[src/rtl/skf_pkg.sv]
// Package for the scalar Kalman filter: controller states, datapath commands
// and configuration register indexes. No dependencies.
package skf_pkg;

  localparam int NumRegs = 7;
  localparam int RegIdxWidth = 3;

  localparam logic [RegIdxWidth-1:0] RegTransitionGain = 3'd0;
  localparam logic [RegIdxWidth-1:0] RegObservationGain = 3'd1;
  localparam logic [RegIdxWidth-1:0] RegProcessNoise = 3'd2;
  localparam logic [RegIdxWidth-1:0] RegMeasurementNoise = 3'd3;
  localparam logic [RegIdxWidth-1:0] RegInitialEstimate = 3'd4;
  localparam logic [RegIdxWidth-1:0] RegInitialCovariance = 3'd5;
  localparam logic [RegIdxWidth-1:0] RegMinInnovationVar = 3'd6;

  // Datapath micro-operations issued by the controller.
  typedef enum logic [4:0] {
    OP_NONE,
    OP_LOAD,      // capture z, optionally reload state
    OP_X_AX,      // x  = A*x
    OP_T_AP,      // t  = A*P
    OP_T_TA,      // t  = t*A
    OP_P_TQ,      // p  = t+Q
    OP_T_HX,      // t  = H*x
    OP_Y_ZT,      // y  = z-t
    OP_T_HP,      // t  = H*p
    OP_T_TH,      // t  = t*H
    OP_S_TR,      // s  = t+R, fail check
    OP_N_PH,      // n  = p*H
    OP_DIV_START, // k  = n/s on the divider
    OP_T_KY,      // t  = k*y
    OP_X_XT,      // x  = x+t
    OP_T_KH,      // t  = k*H
    OP_T_1T,      // t  = 1-t
    OP_P_PT,      // p  = p*t
    OP_COMMIT     // state and result registers take x, p
  } skf_op_t;

  typedef enum logic [2:0] {
    ST_IDLE,
    ST_LOAD,
    ST_PREDICT,
    ST_CHECK,
    ST_UPDATE,
    ST_COMMIT,
    ST_OUT
  } skf_state_t;

  // start launches the operation's unit, wr writes its result back.
  typedef struct packed {
    skf_op_t op;
    logic    start;
    logic    wr;
  } skf_cmd_t;

  typedef struct packed {
    logic fail;
    logic div_busy;
    logic mul_busy;
  } skf_status_t;

endpackage

[src/rtl/skf_controller.sv]
// Controller of the scalar Kalman filter: sequences datapath operations for
// one word and runs the handshakes. Uses skf_pkg.
module skf_controller import skf_pkg::*; (
  input  logic        clk,
  input  logic        rst,
  input  logic        in_valid,
  output logic        in_ready,
  output logic        out_valid,
  input  logic        out_ready,
  output skf_cmd_t    cmd,
  input  skf_status_t status
);
  localparam logic [3:0] LastPredictStep = 4'd8;
  localparam logic [3:0] LastUpdateStep = 4'd6;

  skf_state_t state, state_next;
  logic [3:0] step, step_next;
  // Each step first issues its operation, then waits for the units and writes back.
  logic       phase, phase_next;
  logic       units_idle;

  assign units_idle = !status.mul_busy && !status.div_busy;

  always_ff @(posedge clk) begin
    if (rst) begin
      state <= ST_IDLE;
      step <= '0;
      phase <= 1'b0;
    end else begin
      state <= state_next;
      step <= step_next;
      phase <= phase_next;
    end
  end

  always_comb begin
    state_next = state;
    step_next = step;
    phase_next = phase;
    case (state)
      ST_IDLE: if (in_valid) state_next = ST_LOAD;
      ST_LOAD: begin
        state_next = ST_PREDICT;
        step_next = '0;
        phase_next = 1'b0;
      end
      ST_PREDICT, ST_UPDATE: begin
        if (!phase) begin
          phase_next = 1'b1;
        end else if (units_idle) begin
          phase_next = 1'b0;
          step_next = step + 1'b1;
          if (state == ST_PREDICT && step == LastPredictStep) begin
            state_next = ST_CHECK;
            step_next = '0;
          end else if (state == ST_UPDATE && step == LastUpdateStep) begin
            state_next = ST_COMMIT;
            step_next = '0;
          end
        end
      end
      ST_CHECK: begin
        step_next = '0;
        phase_next = 1'b0;
        if (status.fail) state_next = ST_COMMIT;
        else state_next = ST_UPDATE;
      end
      ST_COMMIT: state_next = ST_OUT;
      ST_OUT: if (out_ready) state_next = ST_IDLE;
      default: state_next = ST_IDLE;
    endcase
  end

  always_comb begin
    cmd.op = OP_NONE;
    cmd.start = 1'b0;
    cmd.wr = 1'b0;
    in_ready = (state == ST_IDLE);
    out_valid = (state == ST_OUT);
    case (state)
      ST_LOAD: begin
        cmd.op = OP_LOAD;
        cmd.wr = 1'b1;
      end
      ST_PREDICT: begin
        case (step)
          4'd0: cmd.op = OP_X_AX;
          4'd1: cmd.op = OP_T_AP;
          4'd2: cmd.op = OP_T_TA;
          4'd3: cmd.op = OP_P_TQ;
          4'd4: cmd.op = OP_T_HX;
          4'd5: cmd.op = OP_Y_ZT;
          4'd6: cmd.op = OP_T_HP;
          4'd7: cmd.op = OP_T_TH;
          default: cmd.op = OP_S_TR;
        endcase
        cmd.start = !phase;
        cmd.wr = phase && units_idle;
      end
      ST_UPDATE: begin
        case (step)
          4'd0: cmd.op = OP_N_PH;
          4'd1: cmd.op = OP_DIV_START;
          4'd2: cmd.op = OP_T_KY;
          4'd3: cmd.op = OP_X_XT;
          4'd4: cmd.op = OP_T_KH;
          4'd5: cmd.op = OP_T_1T;
          default: cmd.op = OP_P_PT;
        endcase
        cmd.start = !phase;
        cmd.wr = phase && units_idle;
      end
      ST_COMMIT: begin
        cmd.op = OP_COMMIT;
        cmd.wr = 1'b1;
      end
      default: ;
    endcase
  end
endmodule

[config.mk]
export PLATFORM = sky130hd
export DESIGN_NAME = skf_controller
export DESIGN_NICKNAME = d
export VERILOG_FILES = /design/src/rtl/skf_pkg.sv /design/src/rtl/skf_controller.sv
export SDC_FILE = /design/constraint.sdc
export NUM_CORES = 1
export LEC_CHECK = 0
export BUFFER_PORTS_ARGS = -buffer_cell sky130_fd_sc_hd__buf_2
export CAP_MARGIN = 30
export CORE_MARGIN = 4
export CORE_UTILIZATION = 58
export DETAILED_ROUTE_END_ITERATION = 6
export MAX_ROUTING_LAYER = met4
export PLACE_DENSITY = 0.79
export SYNTH_ARGS = -nofsm -noshare
export SYNTH_HDL_FRONTEND = slang
export SYNTH_SLANG_ARGS = --single-unit
[constraint.sdc]
create_clock -name clk -period 4.2 [get_ports clk]
set_input_delay 0.84 -clock clk [delete_from_list [all_inputs] [get_ports clk]]
set_output_delay 0.84 -clock clk [all_outputs]
set_load 0.02 [all_outputs]
# Word level (Yosys, flattened, before mapping)
# Memories as Yosys holds them, arrays and structs flattened. A register that Yosys moved wholly into a read port is not among the register bits.
# Cells that the tools add are included.
[op_classes]
add_sub_neg = 1
eq_ne = 18
muxes = 23
n_reduce_logical = 15
[op_table]
columns = ["cell", "n"]
rows = [
  ["one-hot mux 5 bit (6 select lines)", 1],
  ["two-way mux 3 bit", 8],
  ["one-hot mux 5 bit (4 select lines)", 1],
  ["one-hot mux 3 bit (6 select lines)", 1],
  ["two-way mux 4 bit", 4],
  ["equality test 4 x 3 -> 1 bit (second input constant)", 3],
  ["equality test 3 bit (second input constant)", 3],
  ["equality test 4 x 2 -> 1 bit (second input constant)", 2],
  ["one-hot mux 4 bit (2 select lines)", 1],
  ["equality test 3 x 2 -> 1 bit (second input constant)", 2],
  ["!= test 2 x 1 -> 1 bit (second input constant)", 3],
  ["OR reduction 2 bit", 3],
  ["two-way mux 5 bit", 1],
  ["AND reduction 5 bit", 1],
  ["adder 4 x 1 -> 4 bit (second input constant)", 1],
  ["equality test 4 x 1 -> 1 bit (second input constant)", 1],
  ["equality test 4 bit (second input constant)", 1],
  ["logical AND 1 bit", 4],
  ["zero test 4 bit", 1],
  ["two-way mux 1 bit", 4],
  ["one-hot mux 1 bit (2 select lines)", 2],
  ["equality test 3 x 1 -> 1 bit (second input constant)", 1],
  ["zero test 1 bit", 3],
  ["zero test 3 bit", 1],
  ["other kinds (4)", 4],
]
[word_totals]
regBits = 8
romBits = 32
in_bits = 7
wordCells = 61
n_memories = 1
[memory_table]
columns = ["name", "words", "width", "rd", "rd_clocked_by_memory_dff", "write_ports", "line", "text"]
rows = [
  ["(name not given)", 8, 4, 1, 1, 0, "skf_controller.sv:86", "case (step)"],
]

# Depth between registers and ports, before layout
[depth]
depth_word = 9
mapped_depth = 8
ltp_nobuf = 8

# Worst setup path after synthesis
# Ideal clock, no wire load.
[synth_path]
kind = "input-to-output"
startpoint = "input status[1] (netlist name)"
endpoint = "output cmd[0] (netlist name)"
arrival_ps = 1793
slack_ps = 1567
stages = 3
path_buffers = 0
path_cell_list = "nor2_1 > nand2_1 > o32ai_1"
[synth_rtl]
columns = ["element", "line", "text"]
rows = [
  ["from (decl)", "skf_controller.sv:11", "input skf_status_t status"],
  ["to (decl)", "skf_controller.sv:10", "output skf_cmd_t cmd,"],
]

==> results_dict.tcl <==
set metrics [dict create \
    status "completed" \
    synthFlopType "dfxtp_1" \
    period_share 0.654 \
    place_congestion 0.856 \
    postCtsSetupBuffers 0 \
    drv_cap 0 \
    antenna_left 0 \
    viasPerCell 5.86 \
    post-place-ws_ns 1.52 \
    hold_class "reg2reg" \
    core_area_um2 1380 \
    dp_hpwl_um 1400 \
    finalMaxSlewViolations 0 \
    drive_above_1_share 0.229 \
    portBuffers 15 \
    grt_max_degree 20 \
    fillers 120 \
    vias 779 \
    startpoint_type "flip-flop" \
    ff_latch_area_um2 240 \
    clk_latency_ns 0.28 \
    criticalPathCategory "reg2out" \
    drc 0 \
    dieWidth_um 47.3 \
    synth_cell_types 41 \
    rows 13 \
    place_inst 129 \
    critPathRequiredTime_ns 3.36 \
    cts_buffers 3 \
    ys_seq_area_frac 0.268 \
    period_minus_slack_ns 2.75 \
    clock_path_buffers 2 \
    start_util 0.649 \
    synth_fp_nets 119 \
    powerDensity_nw_per_um2 638 \
    critPathBufInv 1 \
    skew_ns 0.00506 \
    ys_async_sr_fraction 0 \
    die_h_um 47.3 \
    antennaDiodeCount 0 \
    grt_pass1_vias 689 \
    syn_inst 108 \
    cp_top_family "flip-flops" \
    cts_sinks 12 \
    hold_violations 0 \
    worst_slack_ns 1.45 \
    cts_tree "done" \
    synth_warnings 0 \
    drt_pass1_iterations 4 \
    setup_tns_ns 0 \
    cts-resized-gates 0 \
    cts_hold_buf 0 \
    final_nets 130 \
    grt_setup_unrepaired "no" \
    io_pins 16 \
    routed_wl_um 1950 \
    critical_path.max_stage_delay_ns 0.66 \
    end_kind "output pin" \
    grt_overflow_total 0 \
    ys_seq_elements 12 \
    multi_input_area_um2 578 \
    antenna_found_initial 0 \
    p_leak_nw 0.379 \
    fmax_mhz 364 \
    cts.clk_slew.worst_paths_ns 0.08 \
    gr-usage-all-layers 0.218 \
    h-tree-depth 1 \
    grt_first_pass_wirelength_um 3250 \
    avgSynthCellArea_um2 8.31 \
    setup_viol 0 \
    irDropWorstVdd_uv 402 \
    cts-root-buf "clkbuf_4" \
    syn_area_um2 897 \
    synth-edff-count 0 \
    relSlewSlack 0.580 \
    die_area_um2 2240 \
    cp_max_fo 13 \
    area_growth_pct 8.65 \
    critPathSlowestCell "dfxtp_1" \
    wl_per_cell_um 14.7 \
    cp.arrival_ns 1.91 \
    tightestPinTransition_ns 0.629 \
    drtIter0Drc 14 \
    instances_no_fill 133 \
    path_cells "or3b_1, o22ai_1, buf_2" \
]
## placed cells by master (no fill, tap or decap), drive strengths merged
cell	Yosys	routed
nor2b	1	1
and2b	1	1
buf	6	15
nand2b	2	2
o32a	1	1
xor2	1	1
a221o	1	1
a2111oi	2	2
nand3	3	3
o32ai	2	2
o22ai	4	4
o22a	1	1
and2	3	3
o31ai	2	2
dfxtp	12	12
clkbuf	3	4
nor3b	2	2
a22oi	1	1
nand2	4	4
ha	4	4
nor2	19	19
or3b	1	1
a211oi	1	1
clkinv	1	1
mux2i	5	5
nor3	5	5
nand3b	3	3
a31oi	4	4
inv	6	6
o211ai	1	1
a21oi	4	4
a21o	2	2
## per-layer routing
metal / share of wire / vias up / wire length [µm] / track usage
met1: 0.48 / 353 / 928 / 0.276
met5: 0 / - / 0 / -
met2: 0.46 / 18 / 894 / 0.324
li1: - / 404 / - / -
met4: 0.010 / 0 / 20 / 0.0552
met3: 0.055 / 4 / 107 / 0.0805
## worst register-to-register path, cell delays in order (launching register included)
cell and delay [ns]:
dfxtp_1 0.73, or3b_1 0.38, o22ai_2 0.14, a21oi_2 0.29, nand3b_1 0.18, a31oi_4 0.18
xor2_1 0.16
## kinds of logic (layout without fill, tap and decap cells)
logic type               Yosys count  count (layout)  synth area share
AO/OA/AOI/OAI                     26              26             0.264
XOR/XNOR                           1               1           0.00976
adder cells (fa/ha/maj)            4               4            0.0558
buffers and inverters             16              26            0.0878
flip-flops                        12              12             0.268
multiplexers                       5               5            0.0558
AND/OR/NAND/NOR                   44              44             0.259
## path summary, 6_finish.rpt
| kind | start | cells past startpoint | to | slack, ns |
|---|---|---|---|---|
| max | state[2] | 3 | cmd[2] | 1.45 |
| min | phase | 2 | phase | 0.56 |
| max reg2reg | state[0] | 6 | flip-flop | 2.09 |
| min reg2reg | phase | 2 | phase | 0.56 |
## layout make-up
cell class	instances	share of cell area
multi-input cells	80	0.593
flip-flops and latches	12	0.246
repair buffers	15	0.0770
well taps	15	0.0193
inverters	7	0.0270
clock buffers	4	0.0372
## synthesized netlist by cell type, drive strengths merged (2+ instances only)
cell type | number | area [µm²]
buf | 6 | 41.3
inv | 6 | 22.5
nor2 | 19 | 71.3
nor3 | 5 | 25.0
a2111oi | 2 | 17.5
nor3b | 2 | 20.0
nand3 | 3 | 25.0
o32ai | 2 | 17.5
and2 | 3 | 18.8
a21o | 2 | 15.0
ha | 4 | 50.1
o22ai | 4 | 45.0
a31oi | 4 | 40.0
o31ai | 2 | 15.0
nand2b | 2 | 12.5
a21oi | 4 | 35.0
clkbuf | 3 | 11.3
mux2i | 5 | 50.1
dfxtp | 12 | 240
nand3b | 3 | 22.5
nand2 | 4 | 15.0
## stage by stage
stage               power [mW]  hold slack [ns]  area (µm²)   util
floorplan                0.463            0.496         897      -
global placement         0.520            0.526         938  0.679
detailed placement       0.528            0.548         938  0.679
CTS                      0.621            0.559         975  0.705
global route             0.676            0.581         975  0.705
finish                   0.622            0.557         975  0.705
## where the power goes
| group | total [mW] | leakage (nW) | switching [mW] | internal, mW |
|---|---|---|---|---|
| logic | 0.323 | 0.260 | 0.193 | 0.131 |
| clock network | 0.0922 | 0.0210 | 0.0394 | 0.0528 |
| registers | 0.206 | 0.0976 | 0.0637 | 0.142 |
| total | 0.622 | 0.379 | 0.296 | 0.326 |
(Power assumes the default switching activity.)
